`src/hw/rtl/smeu_pkg.sv`:
```
// Shared types, opcodes, status codes and default sizes of the stack machine execute unit.
package smeu_pkg;

    localparam int VALUE_DEPTH_DEF = 1024;
    localparam int CALL_DEPTH_DEF  = 256;
    localparam int HEAP_WORDS_DEF  = 1024;
    localparam int PC_BITS_DEF     = 16;

    localparam int DEPTH_W = 11;
    localparam int RPC_W   = 16;

    localparam logic [4:0] OP_PUSH     = 5'd0;
    localparam logic [4:0] OP_DUP      = 5'd1;
    localparam logic [4:0] OP_REF      = 5'd2;
    localparam logic [4:0] OP_SWAP     = 5'd3;
    localparam logic [4:0] OP_DISCARD  = 5'd4;
    localparam logic [4:0] OP_SLIDE    = 5'd5;
    localparam logic [4:0] OP_ADD      = 5'd6;
    localparam logic [4:0] OP_SUB      = 5'd7;
    localparam logic [4:0] OP_MUL      = 5'd8;
    localparam logic [4:0] OP_DIV      = 5'd9;
    localparam logic [4:0] OP_MOD      = 5'd10;
    localparam logic [4:0] OP_STORE    = 5'd11;
    localparam logic [4:0] OP_RETRIEVE = 5'd12;
    localparam logic [4:0] OP_CALL     = 5'd13;
    localparam logic [4:0] OP_BZ       = 5'd14;
    localparam logic [4:0] OP_BN       = 5'd15;
    localparam logic [4:0] OP_RET      = 5'd16;
    localparam logic [4:0] OP_OUTCHAR  = 5'd17;
    localparam logic [4:0] OP_OUTNUM   = 5'd18;
    localparam logic [4:0] OP_RDCHAR   = 5'd19;
    localparam logic [4:0] OP_RDNUM    = 5'd20;

    localparam logic [2:0] ST_OK         = 3'd0;
    localparam logic [2:0] ST_OVERFLOW   = 3'd1;
    localparam logic [2:0] ST_UNDERFLOW  = 3'd2;
    localparam logic [2:0] ST_RANGE      = 3'd3;
    localparam logic [2:0] ST_DIV_ZERO   = 3'd4;
    localparam logic [2:0] ST_HEAP_ADDR  = 3'd5;
    localparam logic [2:0] ST_CALL_OVER  = 3'd6;
    localparam logic [2:0] ST_CALL_UNDER = 3'd7;

    typedef struct packed {
        logic [4:0]         req_type;
        logic signed [31:0] immediate;
        logic [15:0]        pc_value;
        logic signed [31:0] read_value;
    } smeu_req_t;

    typedef struct packed {
        logic [2:0]         status;
        logic               branch_taken;
        logic [15:0]        return_pc;
        logic               emit_valid;
        logic               emit_char;
        logic signed [31:0] emit_value;
        logic [10:0]        depth;
    } smeu_rsp_t;

    typedef struct packed {
        logic        start;
        logic        want_rem;
        logic [31:0] dividend;
        logic [31:0] divisor;
    } smeu_div_cmd_t;

endpackage

```
`src/hw/rtl/smeu_div.sv`:
```
// Iterative signed divider, one quotient bit per cycle, truncating toward zero.
module smeu_div
    import smeu_pkg::*;
(
    input  logic          clk,
    input  logic          rst_n,
    input  smeu_div_cmd_t cmd,
    output logic          done,
    output logic [31:0]   result
);

    logic        busy_reg;
    logic        done_reg;
    logic [4:0]  cnt_reg;
    logic [31:0] rem_reg;
    logic [31:0] quo_reg;
    logic [31:0] dsr_reg;
    logic        neg_q_reg;
    logic        neg_r_reg;
    logic        want_rem_reg;
    logic [31:0] result_reg;

    logic [32:0] rem_sh;
    logic [32:0] diff;
    logic        ge;
    logic [31:0] rem_new;
    logic [31:0] quo_new;
    logic [31:0] mag_a;
    logic [31:0] mag_b;

    always_comb
    begin
        rem_sh  = {rem_reg, quo_reg[31]};
        diff    = rem_sh - {1'b0, dsr_reg};
        ge      = !diff[32];
        rem_new = ge ? diff[31:0] : rem_sh[31:0];
        quo_new = {quo_reg[30:0], ge};
        mag_a   = cmd.dividend[31] ? (32'd0 - cmd.dividend) : cmd.dividend;
        mag_b   = cmd.divisor[31] ? (32'd0 - cmd.divisor) : cmd.divisor;
    end

    always_ff @(posedge clk or negedge rst_n)
    begin
        if (!rst_n)
        begin
            busy_reg <= 1'b0;
            done_reg <= 1'b0;
            cnt_reg  <= '0;
        end
        else
        begin
            done_reg <= 1'b0;
            if (cmd.start && !busy_reg)
            begin
                busy_reg <= 1'b1;
                cnt_reg  <= '0;
            end
            else if (busy_reg)
            begin
                cnt_reg <= cnt_reg + 5'd1;
                if (cnt_reg == 5'd31)
                begin
                    busy_reg <= 1'b0;
                    done_reg <= 1'b1;
                end
            end
        end
    end

    always_ff @(posedge clk)
    begin
        if (cmd.start && !busy_reg)
        begin
            rem_reg      <= '0;
            quo_reg      <= mag_a;
            dsr_reg      <= mag_b;
            neg_q_reg    <= cmd.dividend[31] ^ cmd.divisor[31];
            neg_r_reg    <= cmd.dividend[31];
            want_rem_reg <= cmd.want_rem;
        end
        else if (busy_reg)
        begin
            rem_reg <= rem_new;
            quo_reg <= quo_new;
            if (cnt_reg == 5'd31)
            begin
                if (want_rem_reg)
                    result_reg <= neg_r_reg ? (32'd0 - rem_new) : rem_new;
                else
                    result_reg <= neg_q_reg ? (32'd0 - quo_new) : quo_new;
            end
        end
    end

    assign done   = done_reg;
    assign result = result_reg;

endmodule

```
`config.mk`:
```
export PLATFORM = sky130hd
export DESIGN_NAME = smeu_div
export DESIGN_NICKNAME = d
export VERILOG_FILES = /design/src/hw/rtl/smeu_pkg.sv /design/src/hw/rtl/smeu_div.sv
export SDC_FILE = /design/constraint.sdc
export NUM_CORES = 1
export LEC_CHECK = 0
export ABC_AREA = 1
export BUFFER_PORTS_ARGS = -buffer_cell sky130_fd_sc_hd__buf_4
export CAP_MARGIN = 20
export CORE_UTILIZATION = 50
export DETAILED_ROUTE_END_ITERATION = 12
export GPL_ROUTABILITY_DRIVEN = 0
export GPL_TIMING_DRIVEN = 0
export PLACE_DENSITY = 0.7
export SLEW_MARGIN = 10
export SYNTH_ARGS = -nofsm -noshare
export SYNTH_HDL_FRONTEND = slang
export SYNTH_SLANG_ARGS = --single-unit
export TNS_END_PERCENT = 30
```
`constraint.sdc`:
```
create_clock -name clk -period 4.11 [get_ports clk]
set_clock_uncertainty 0.2 [all_clocks]
set_input_delay 0.2055 -clock clk [delete_from_list [all_inputs] [get_ports clk]]
set_output_delay 0.2055 -clock clk [all_outputs]
set_load 0.03 [all_outputs]
```
---- After elaboration in Yosys (flattened, before gate mapping) ----
Cells that the tools add are included.
storage, ports and cells
  register bits ........................... 138
  input bits .............................. 68
cells by class
  reductions and logical operators ........ 5
  muxes and demuxes ....................... 16
  add/sub/neg operators ................... 6
  equality and inequality tests ........... 1
  bitwise gates (word level) .............. 2
operators with widths
  cell                   number
  $mux 32                7
  $sub 1x32->32 const A  4
  $sub 33x32->33         1
  $mux 31                1
  $mux 5                 2
  $mux 1                 6
  $add 5x1->5 const B    1
  $eq 5x5->1 const B     1
  $reduce_and 3->1       1
  $logic_not 1->1        2
  $reduce_bool 2->1      1
  $logic_and 1x1->1      1
  $not 1->1              1
  $xor 1x1->1            1

---- Longest topological paths before layout ----
Gate-level depths: netlist of the first run.
  word-level depth ........................ 5
  gate-level depth with buffers ........... 29

---- Worst setup path after synthesis of the first run ----
Ideal clock, no wire load.
  kind .................................... register -> register
  from .................................... register quo_reg[31]
  to ...................................... register result_reg[28] (netlist: result[28]), data pin
  setup time .............................. 256 ps
  slack ................................... 34 ps
  stages on the path, launching flop included .. 28
  arrival time ............................ 3621 ps
  data required time ...................... 3654 ps
  path buffers ............................ 2
  path through ............................ edfxtp_1 > inv_1 > ha_1 > inv_1 > fa_1 > nand2_1 > nand2_1 > nand3_1 > nand2_2 > nand2_1 > nand2_2 > nand2_2 > nand3_2 > nand2_4 > buf_8 > buf_6 > ha_1 > nand2_1 > nor3_1 > nand3_1 > nor2_1 > inv_1 > nor2_1 > nand4_1 > o21ai_0 > inv_1 > o21ai_0 > nand2_1
between the ends
  cells in the longest elaborated chain, start to end .. 5
RTL lines
  what                                               RTL line                        RTL
  start, declared                                    smeu_div.sv:16                  logic [31:0] quo_reg;
  start signal, assigned                             smeu_div.sv:75                  quo_reg <= mag_a;
  start signal, assigned                             smeu_div.sv:84                  quo_reg <= quo_new;
  $sub 33x32->33                                     smeu_div.sv:34                  diff = rem_sh - {1'b0, dsr_reg};
  $mux 32 / $logic_not 1->1 (equally long branches)  smeu_div.sv:36, smeu_div.sv:35
  $sub 1x32->32, on equally long branches            smeu_div.sv:88, smeu_div.sv:90
  $mux 32, on equally long branches                  smeu_div.sv:88, smeu_div.sv:90
  $mux 32 *                                          smeu_div.sv:87                  if (want_rem_reg)
  end signal, assigned                               smeu_div.sv:88                  result_reg <= neg_r_reg ? (32'd0 - rem_new) : rem_new;
  end signal, assigned                               smeu_div.sv:90                  result_reg <= neg_q_reg ? (32'd0 - quo_new) : quo_new;
  end, declared                                      smeu_div.sv:21                  logic [31:0] result_reg;
Mark *: on every way between the ends. The rest lies on a longest branch, timed or not.
A chain may end at the register's enable or synchronous reset.

---- Worst setup path after layout of the first run ----
  from .................................... register quo_reg[31]
  to ...................................... register result_reg[24] (netlist: result[24]), data pin
Same word-level chain as after synthesis.

==> impl_metrics.yaml, run 1 <==
floorplan:
  dieArea_um2: 22900
  num_rows: 54
  num_io_pins: 101
  core_um2: 21800
  fp.dieH_um: 151
  initial_core_util: 0.510
  fp.dieW_um: 151
logic_synthesis:
  syn_area_per_cell_um2: 6.79
  synthMuxAreaShare: 0
  synthCells: 1641
  synth_fa_ha_area_frac: 0.0445
  yosys_warnings: 0
  synth_nets: 1748
  postSynth.asyncResetShare: 0.0507
  synthFlopType: "edfxtp_1"
  netlist-cell-type-count: 50
  synth_top_family_by_area: "simple AND/OR/NAND/NOR gates"
  yosysSeqAreaShare: 0.340
  ys_ff_latch: 138
  synth_enable_flop_cells: 99
  yosys.area_share.simple: 0.336
  synth_compound_area_frac: 0.120
  synth-xor-area-share: 0.0598
  syn_area_um2: 11100
worst_setup_path:
  crit_path_start_kind: "flip-flop"
  end_kind: "flip-flop"
  startpoint: "quo_reg[31]"
  cp.required_ns: 4.09
  reg2regPathDepth: 27
  path_max_fanout: 5
  crit_type: "flip-flop to flip-flop"
  reg2reg_slack_ns: 0.15
  r2r_end: "result[24]"
  reg2reg_from: "quo_reg[31]"
  crit_arrival_ns: 3.94
final_layout:
  final_common_cell: "nand2_1"
  area_delta_synth_final_pct: 24.2
  fin_util: 0.633
  drive_above_1_share: 0.131
  layout_common_cells: "nand2_1, inv_1, nor2_1"
  fin_nets: 1948
drt:
  final_antenna_net_count: 0
  drt_pass1_iterations: 6
  wl_per_cell_um: 15.2
  vias: 11400
  finalWirelength_um: 32400
  drtIter0Drc: 1051
  drc_errors: 0
  viasPerCell: 5.35
clock_network:
  cts_sinks: 138
  clockBufferDepth: 2
  insertion_delay_ns: 0.43
  cts.htree.levels: 4
  cts.reportedPaths.clkPinSlew_ns: 0.07
  numCtsBuffers: 17
  tritoncts: "yes"
  root_buffer: "clkbuf_16"
power_and_ir_drop:
  p_total_mw: 10.4
  p_leak_nw: 6.64
  ir_drop_uv: 501
  p_per_area_nw_per_um2: 751
sta:
  fin_crit_sh: 0.963
  maxSlewHeadroom: 0.387
  setup_viol: 0
  max_freq_mhz: 253
  finalCriticalPeriod_ns: 3.96
  final.setup.worst_slack_ns: 0.151
  hold_slack_ns: -0.00668
  setup_tns_ns: 0
  hold_viol_final: 1
  worst_pin_slew_ns: 0.911
  slew_violations: 0
global_route:
  grt_start_max_net_pins: 33
  grt_use_total: 0.289
  grt_pass1_vias: 10500
  grt_pass1_wl_um: 50700
  gr-usage-met3: 0.0373
  grtUsageMet2: 0.465
  grt_overflow: 0
  use_met1: 0.399
  antenna_found_initial: 1
  busiest_layer: "met2"
outcome:
  status: "finished, violations left"
  violations: "hold timing"
min_path:
  min_path_cells: 3
  min_path_type: "primary input to flip-flop"
  hp-start: "cmd[49]"
  whs_endpoint: "quo_reg[17]"
flow_run:
  drv_cap: 0
placed_design:
  io_buffers: 100
  dpl.hpwl_um: 24900
  dp_slack_ns: -0.812
## layer usage
metal  vias to the layer above  share of wire  wire length (um)
li1                       5760              -                 -
met4                         0          0.023               762
met1                      5209           0.44             14400
met2                       389           0.46             15000
met5                         -              0                 0
met3                        50          0.071              2290
## worst max path at each step
stage | to | slack (ns) | depth (start not counted)
2_1_floorplan | result[28] | 0.03 | 27
3_3_place_gp | quo_reg[27] | -1.32 | 6
3_5_place_dp | result[28] | -0.81 | 27
4_1_cts | result[28] | 0.004 | 26
5_1_grt | result[24] | -0.05 | 27
6_report | result[24] | 0.15 | 27
## stage by stage
step	cell area (um2)	cells	hold WS [ns]
finish	13800	2134	-0.00668
floorplan	11100	1641	-0.290
detailed placement	12300	2024	-0.176
CTS	13600	2118	0.00249
global placement	12200	2021	-0.176
global route	13800	2133	0.0274
## logic make-up after synthesis
kind of cell / after synthesis
xor gates and xnor gates: 76
AOI/OAI and AO/OA: 236
adders and majority gates: 39
and+or+nand+nor: 877
DFF: 138
buffers and inverters: 275
## synthesized netlist by cell type, types with 2 or more instances
cell type  instances  area (um2)
buf_8              2        30.0
clkinv_1           3        11.3
nand2_4            2        22.5
nand3b_1           5        37.5
or2_2              7        43.8
clkbuf_1          28         105
dfrtp_1            7         175
nand3_2            3        30.0
o21ai_2            2        17.5
o21bai_1           6        45.0
o32ai_1            2        17.5
xor2_1            51         447
a21oi_4            2        32.5
o21ai_1           13        65.1
edfxtp_1          99        2970
a21oi_1           60         300
nor2_2             7        43.8
buf_6              5        56.3
nor4_1            12        75.1
nor3_1            40         200
o31ai_1            5        37.5
ha_1              38         475
o21a_1             2        15.0
nand2_2           22         138
o22ai_1           29         181
a31oi_1            5        31.3
nor2_4             2        22.5
nand4_1           20         125
buf_2              2        10.0
and2_1             5        31.3
buf_4              3        22.5
inv_1            228         856
nor2_1           154         578
a21o_1             4        30.0
xnor2_1           25         219
inv_2              2        7.51
o21ai_4            2        32.5
o21ai_0          101         505
nand2_1          488        1830
dfxtp_1           32         641
a22o_1             2        17.5
buf_1              2        7.51
nand3_1          105         526
## where the power goes
part | internal, mW | switching [mW] | total [mW]
clock | 0.966 | 0.664 | 1.63
sequential | 2.08 | 0.400 | 2.48
combinational | 2.18 | 4.09 | 6.27
total | 5.23 | 5.15 | 10.4
## critical path, cell delays in order, from the launching register on
cell and delay, ns:
edfxtp_1 0.40, inv_1 0.08, ha_2 0.19, inv_2 0.05
fa_2 0.37, nand2_2 0.08, nand2_2 0.07, nand3_2 0.10
nand2_4 0.06, nand2_2 0.09, nand2_4 0.07, nand2_4 0.12
nand3_4 0.10, nand2_4 0.12, buf_12 0.12, ha_4 0.15
nand2_4 0.07, nor3_4 0.24, nand3_4 0.13, nor2_4 0.15
inv_2 0.06, nor2_4 0.11, nand4_1 0.14, buf_4 0.18
nand2_1 0.05, nand2_1 0.06, nand3_1 0.07, nand2_1 0.07
## cell type report
| type | count | area (um2) |
|---|---|---|
| fillers | 2036 | 8000 |
| multi-input cells | 1229 | 6420 |
| flip-flops and latches | 138 | 3790 |
| repair buffers | 181 | 1550 |
| inverters | 233 | 875 |
| clock buffers | 17 | 425 |
| well taps | 280 | 350 |
| plain buffers | 41 | 226 |
| clock inverters | 14 | 186 |
| diodes | 1 | 2.50 |
## repair_timing
action	in CTS	in global routing
buffers inserted	4	14
hold buffers	60	0
setup endpoints to repair	11	23
hold endpoints to repair	69	0
pin swaps	5	17
gates resized for setup	13	30
cloned	0	1
Power figures use the tool's default switching activity.
==> run 2, diff against run 1 <==
BUFFER_PORTS_ARGS = -buffer_cell sky130_fd_sc_hd__buf_2   (was -buffer_cell sky130_fd_sc_hd__buf_4)
HOLD_SLACK_MARGIN = 0.12   (was unset)
==> run 2 against run 1 <==
Final area is 0.68% lower. Worst setup slack worse by 0.031 ns. Count of clock-buffer cells in the layout is 2 higher. Clock power is 2% higher. Utilization is 0.43 points lower. Routed wire length is 1.6% higher. Non-clock buffer count is 20 higher. The flow now finishes without violations. First-iteration DRC count is 9.1% higher. Critical path depth is 1 lower. Sequential power hardly changed.
==> impl_metrics.yaml, run 2 (synthesis gave the netlist of run 1 again) <==
final_layout:
  drive_above_1_share: 0.125
  layout_common_cells: "nand2_1, inv_1, nor2_1"
  seqCellArea_um2: 3790
  num_antenna_cells: 0
  n_fill_cell: 2027
  multiInputGateArea_um2: 6360
  final_common_cell: "nand2_1"
  area_delta_synth_final_pct: 23.3
  fin_nets: 1968
clock_network:
  numCtsBuffers: 17
  tritoncts: "yes"
  cts.htree.levels: 4
  cts.reportedPaths.clkPinSlew_ns: 0.07
  root_buffer: "clkbuf_16"
  clockBufferDepth: 2
  insertion_delay_ns: 0.43
  cts_sinks: 138
power_and_ir_drop:
  p_leak_nw: 6.62
  p_total_mw: 10.4
  ir_drop_uv: 457
  p_per_area_nw_per_um2: 756
min_path:
  min_path_type: "primary input to flip-flop"
drt:
  final_antenna_net_count: 0
  drt_pass1_iterations: 6
  drc_errors: 0
  viasPerCell: 5.40
  wl_per_cell_um: 15.3
  drtIter0Drc: 1147
  vias: 11600
  finalWirelength_um: 32900
sta:
  worst_pin_slew_ns: 0.912
  fin_crit_sh: 0.971
  maxSlewHeadroom: 0.386
  setup_viol: 0
  finalCriticalPeriod_ns: 3.99
  setup_tns_ns: 0
  slew_violations: 0
  grt_setup_unrepaired: "yes"
  max_freq_mhz: 251
  hold_viol_final: 0
floorplan:
  fp.dieW_um: 151
  num_io_pins: 101
  core_um2: 21800
  dieArea_um2: 22900
  fp.dieH_um: 151
  num_rows: 54
  initial_core_util: 0.510
global_route:
  grt_pass1_wl_um: 51300
  antenna_found_initial: 1
  grt_use_total: 0.291
  grt_pass1_vias: 10600
  grt_overflow: 0
  grt_start_max_net_pins: 33
placed_design:
  dpl.hpwl_um: 24900
  io_buffers: 100
worst_setup_path:
  crit_type: "flip-flop to flip-flop"
  cp.required_ns: 4.10
  path_max_fanout: 4
  crit_path_start_kind: "flip-flop"
  end_kind: "flip-flop"
  crit_arrival_ns: 3.98
outcome:
  status: "complete, no violations"
flow_run:
  drv_cap: 0
## run 2: cell types whose count changed in the layout (fill, tap and decap cells not counted), sizes merged
cell         before  now
clkbuf           45   47
clkinv            7    6
diode             1    0
dlygate4sd3      60   79
inv             235  234
bufinv            3    4
buf             134  135
## run 2: repair_timing
item | in CTS | in global routing
hold endpoints to repair | 81 | 0
gates resized for setup | 13 | 16
pin swaps | 4 | 12
hold buffers | 79 | 0
setup endpoints to repair | 11 | 21
buffers inserted | 7 | 12
cloned | 0 | 1
## run 2: cell type report
cell class	instances	area share
Sequential cell	138	0.276
Buffer	41	0.0165
Inverter	233	0.0637
Multi-Input combinational cell	1229	0.464
Timing Repair Buffer	201	0.109
Clock inverter	13	0.0139
Tap cell	280	0.0255
Clock buffer	19	0.0315
## run 2: power breakdown
| group | switching (mW) | internal, mW |
|---|---|---|
| logic | 4.08 | 2.14 |
| registers | 0.404 | 2.08 |
| clock network | 0.651 | 1.02 |
| total | 5.13 | 5.24 |
## run 2: critical path, stage by stage (launching register included)
cell,delay (ns)
edfxtp_1,0.38
inv_1,0.08
ha_2,0.19
inv_1,0.07
fa_2,0.36
nand2_2,0.07
nand2_2,0.06
nand3_1,0.10
nand2_2,0.08
nand2_1,0.08
nand2_2,0.08
nand2_4,0.12
nand3_4,0.10
nand2_4,0.12
buf_12,0.11
ha_4,0.14
nand2_2,0.08
nor3_4,0.22
nand3_2,0.15
nor2_4,0.12
inv_1,0.08
nor2_2,0.15
nand4_1,0.15
o21ai_1,0.16
inv_1,0.09
o21ai_2,0.13
nand2_1,0.06
## run 2: layer usage
layer | GRT usage | part of all wire | vias to the layer above | wire, um
li1 | - | - | 5811 | -
met4 | 0.0995 | 0.026 | 2 | 863
met3 | 0.0392 | 0.076 | 57 | 2510
met5 | 0 | 0.00039 | - | 13
met2 | 0.472 | 0.46 | 440 | 15200
met1 | 0.398 | 0.44 | 5330 | 14400
## run 2: stage by stage
step | cells | instance area (um2) | util | hold WS (ns) | setup slack [ns]
after floorplan | 1641 | 11100 | - | -0.290 | 0.0336
after global placement | 2021 | 12000 | 0.549 | -0.151 | -1.25
after detailed placement | 2024 | 12100 | 0.553 | -0.155 | -0.798
after CTS | 2141 | 13600 | 0.622 | 0.137 | 0.0450
after global routing | 2154 | 13700 | 0.629 | 0.198 | -0.0735
final | 2154 | 13700 | 0.629 | 0.132 | 0.120
## run 2: final timing paths
| path | from | endpoint | slack (ns) | cells past startpoint |
|---|---|---|---|---|
| hold reg to reg | cnt_reg[3] | cnt_reg[3] | 0.30 | 1 |
| setup reg to reg | quo_reg[31] | result[28] | 0.12 | 26 |
| setup / recovery | quo_reg[31] | result[28] | 0.12 | 26 |
| hold / removal | cmd[33] | quo_reg[1] | 0.13 | 5 |
| min in group asynchronous | rst_n | cnt_reg[0] | 0.52 | 3 |
| max in group asynchronous | rst_n | cnt_reg[4] | 2.94 | 3 |
==> run 3, diff against run 2 <==
ABC_AREA = unset   (was 1)
SKIP_CTS_REPAIR_TIMING = 1   (was unset)
==> run 3 against run 2 <==
The flow now finishes with violations (setup timing). Highest routed layer is now met4. Largest cell class unchanged. Largest power group unchanged. Final cell count down 18%. Count of clock-buffer cells in the layout down 2. Synthesized cell count down 24%. Critical path depth down 1.
==> impl_metrics.yaml, run 3 <==
global_route:
  grt_pass1_wl_um: 48000
  grt_start_max_net_pins: 38
  grt_use_total: 0.278
  antenna_found_initial: 0
  grt_pass1_vias: 9214
  grt_overflow: 0
final_layout:
  layout_common_cells: "nand2_1, o21ai_0, buf_2"
  final_common_cell: "nand2_1"
  fin_util: 0.649
  drive_above_1_share: 0.168
  area_delta_synth_final_pct: 27.0
  num_antenna_cells: 0
  n_fill_cell: 1762
  fin_nets: 1579
  finalNonFillerCells: 1759
drt:
  drc_errors: 0
  drtIter0Drc: 966
  wl_per_cell_um: 18.4
  vias: 10600
  viasPerCell: 6.02
  drt_pass1_iterations: 5
  final_antenna_net_count: 0
  finalWirelength_um: 32400
logic_synthesis:
  synth_fa_ha_area_frac: 0.0461
  synth_top_area_share: 0.277
  synth-xor-area-share: 0.110
  yosys_warnings: 0
  synth_top_family_by_area: "compound AO/OA/AOI/OAI gates"
  syn_area_per_cell_um2: 8.67
  synth_nets: 1346
  synth_most_common_cell: "nand2_1"
  synthMuxAreaShare: 0.0333
  synth_enable_flop_cells: 99
  synthFlopType: "edfxtp_1"
  yosysSeqAreaShare: 0.353
  synth_compound_area_frac: 0.237
  yosys.area_share.simple: 0.177
  synthTopCellsByCount: "nand2_1, o21ai_0, edfxtp_1, xnor2_1, a21oi_1"
  ys_ff_latch: 138
  synth_top_area_cell: "edfxtp_1"
  synthCells: 1239
  netlist-cell-type-count: 76
  postSynth.asyncResetShare: 0.0507
  syn_area_um2: 10700
  netlist_top_cells_area: "edfxtp_1, xnor2_1, o21ai_0"
sta:
  setup_viol: 28
  hold_viol_final: 0
  setup_tns_ns: -12.82
  max_freq_mhz: 197
  slew_violations: 0
  grt_setup_unrepaired: "yes"
  maxSlewHeadroom: 0.394
  fin_crit_sh: 1.24
  final.setup.worst_slack_ns: -0.976
  worst_pin_slew_ns: 0.906
  finalCriticalPeriod_ns: 5.09
worst_setup_path:
  timing.critical_path.to: "result[28]"
  crit_path_start_kind: "flip-flop"
  startpoint: "quo_reg[31]"
  reg2regPathDepth: 25
  end_kind: "flip-flop"
  crit_arrival_ns: 5.05
  reg2reg_from: "quo_reg[31]"
  r2r_end: "result[28]"
  path_max_fanout: 7
  reg2reg_slack_ns: -0.98
  cp.required_ns: 4.07
  crit_type: "flip-flop to flip-flop"
clock_network:
  cts.htree.levels: 4
  root_buffer: "clkbuf_16"
  numCtsBuffers: 17
  tritoncts: "yes"
  insertion_delay_ns: 0.43
  cts_sinks: 138
  cts.reportedPaths.clkPinSlew_ns: 0.07
  clockBufferDepth: 2
power_and_ir_drop:
  ir_drop_uv: 381
  p_per_area_nw_per_um2: 815
  combPwrFrac: 0.633
  power_frac_seq: 0.237
  p_total_mw: 11.1
  power_frac_clock: 0.130
  p_leak_nw: 5.28
  p_int_mw: 5.86
  netSwitchingFraction: 0.474
  p_sw_mw: 5.27
placed_design:
  io_buffers: 100
  dpl.hpwl_um: 23400
  place_inst: 1615
floorplan:
  num_rows: 53
  dieArea_um2: 22100
  num_io_pins: 101
  initial_core_util: 0.511
  fp.dieW_um: 149
  core_um2: 21000
  fp.dieH_um: 149
outcome:
  violations: "setup timing"
  status: "finished, violations left"
min_path:
  min_path_type: "primary input to flip-flop"
  min_path_cells: 4
flow_run:
  drv_cap: 0
[run 3: changes by cell type after synthesis, moves of 31 or more]
cell     before  now
nor2_1      154   56
inv_1       228   57
nand2_1     488  147
xnor2_1      25   82
nand3_1     105   13
o21ai_0     101  132
[run 3: logic make-up (layout without fill, tap and decap cells)]
| family | count (synthesis) | count (layout) |
|---|---|---|
| buffers and inverters | 122 | 367 |
| AO/OA/AOI/OAI | 392 | 392 |
| AND/OR/NAND/NOR | 378 | 378 |
| multiplexers | 35 | 35 |
| flip-flops | 138 | 138 |
| adder cells (fa/ha/maj) | 39 | 39 |
| XOR/XNOR | 135 | 135 |
[run 3: power groups by stage]
stage	clock, mW	combinational, mW	sequential (mW)
5_1_grt	1.51	7.66	2.68
3_3_place_gp	0	5.77	2.64
3_5_place_dp	0	5.86	2.64
4_1_cts	1.45	5.91	2.62
2_1_floorplan	0	4.47	2.49
6_report	1.45	7.04	2.64
[run 3: worst max-delay path: stages, from the launching register on]
cell      delay [ns]
edfxtp_1        0.45
inv_1           0.09
ha_2            0.18
inv_2           0.05
fa_2            0.38
a21o_1          0.21
a22oi_2         0.29
a21o_4          0.22
a2111o_1        0.18
nand3_2         0.11
nor2_4          0.23
clkinv_4        0.11
buf_12          0.15
buf_8           0.13
nand2_2         0.06
nand2_2         0.06
inv_2           0.08
ha_4            0.13
buf_6           0.12
inv_4           0.04
nor4_4          0.33
a41oi_2         0.23
buf_4           0.20
o41ai_4         0.31
xnor2_1         0.18
a21oi_1         0.09
[run 3: area by class of cell]
class                           instances  area (um2)  area share
Multi-Input combinational cell        979        6800       0.498
Sequential cell                       138        3790       0.278
Timing Repair Buffer                  219        1630       0.120
Clock buffer                           17         425      0.0312
Tap cell                              275         344      0.0252
Buffer                                 59         317      0.0232
Inverter                               58         225      0.0165
Clock inverter                         14         115     0.00843
[run 3: per-layer routing]
| layer | global-route usage | up-vias | share of wire |
|---|---|---|---|
| met5 | 0 | - | 0 |
| met3 | 0.0460 | 59 | 0.065 |
| met2 | 0.455 | 416 | 0.48 |
| met4 | 0.0701 | 0 | 0.022 |
| met1 | 0.381 | 5015 | 0.44 |
| li1 | - | 5103 | - |
[run 3: how the worst min path moves through the flow]
stage	from	end	slack (ns)
final	cmd[40]	quo_reg[9]	0.15
after detailed placement	rst_n	done	-0.15
after CTS	rst_n	cnt_reg[1]	-0.59
after global placement	rst_n	done	-0.16
after global routing	cmd[33]	quo_reg[1]	0.18
after floorplan	rst_n	busy_reg	-0.29
[run 3: through the flow]
step / setup slack (ns) / hold WS [ns] / instance area (um2)
floorplan: -0.581 / -0.290 / 10900
global placement: -1.57 / -0.156 / 11700
detailed placement: -1.58 / -0.149 / 11700
CTS: -1.64 / -0.591 / 12300
global route: -1.15 / 0.179 / 13700
finish: -0.976 / 0.148 / 13700
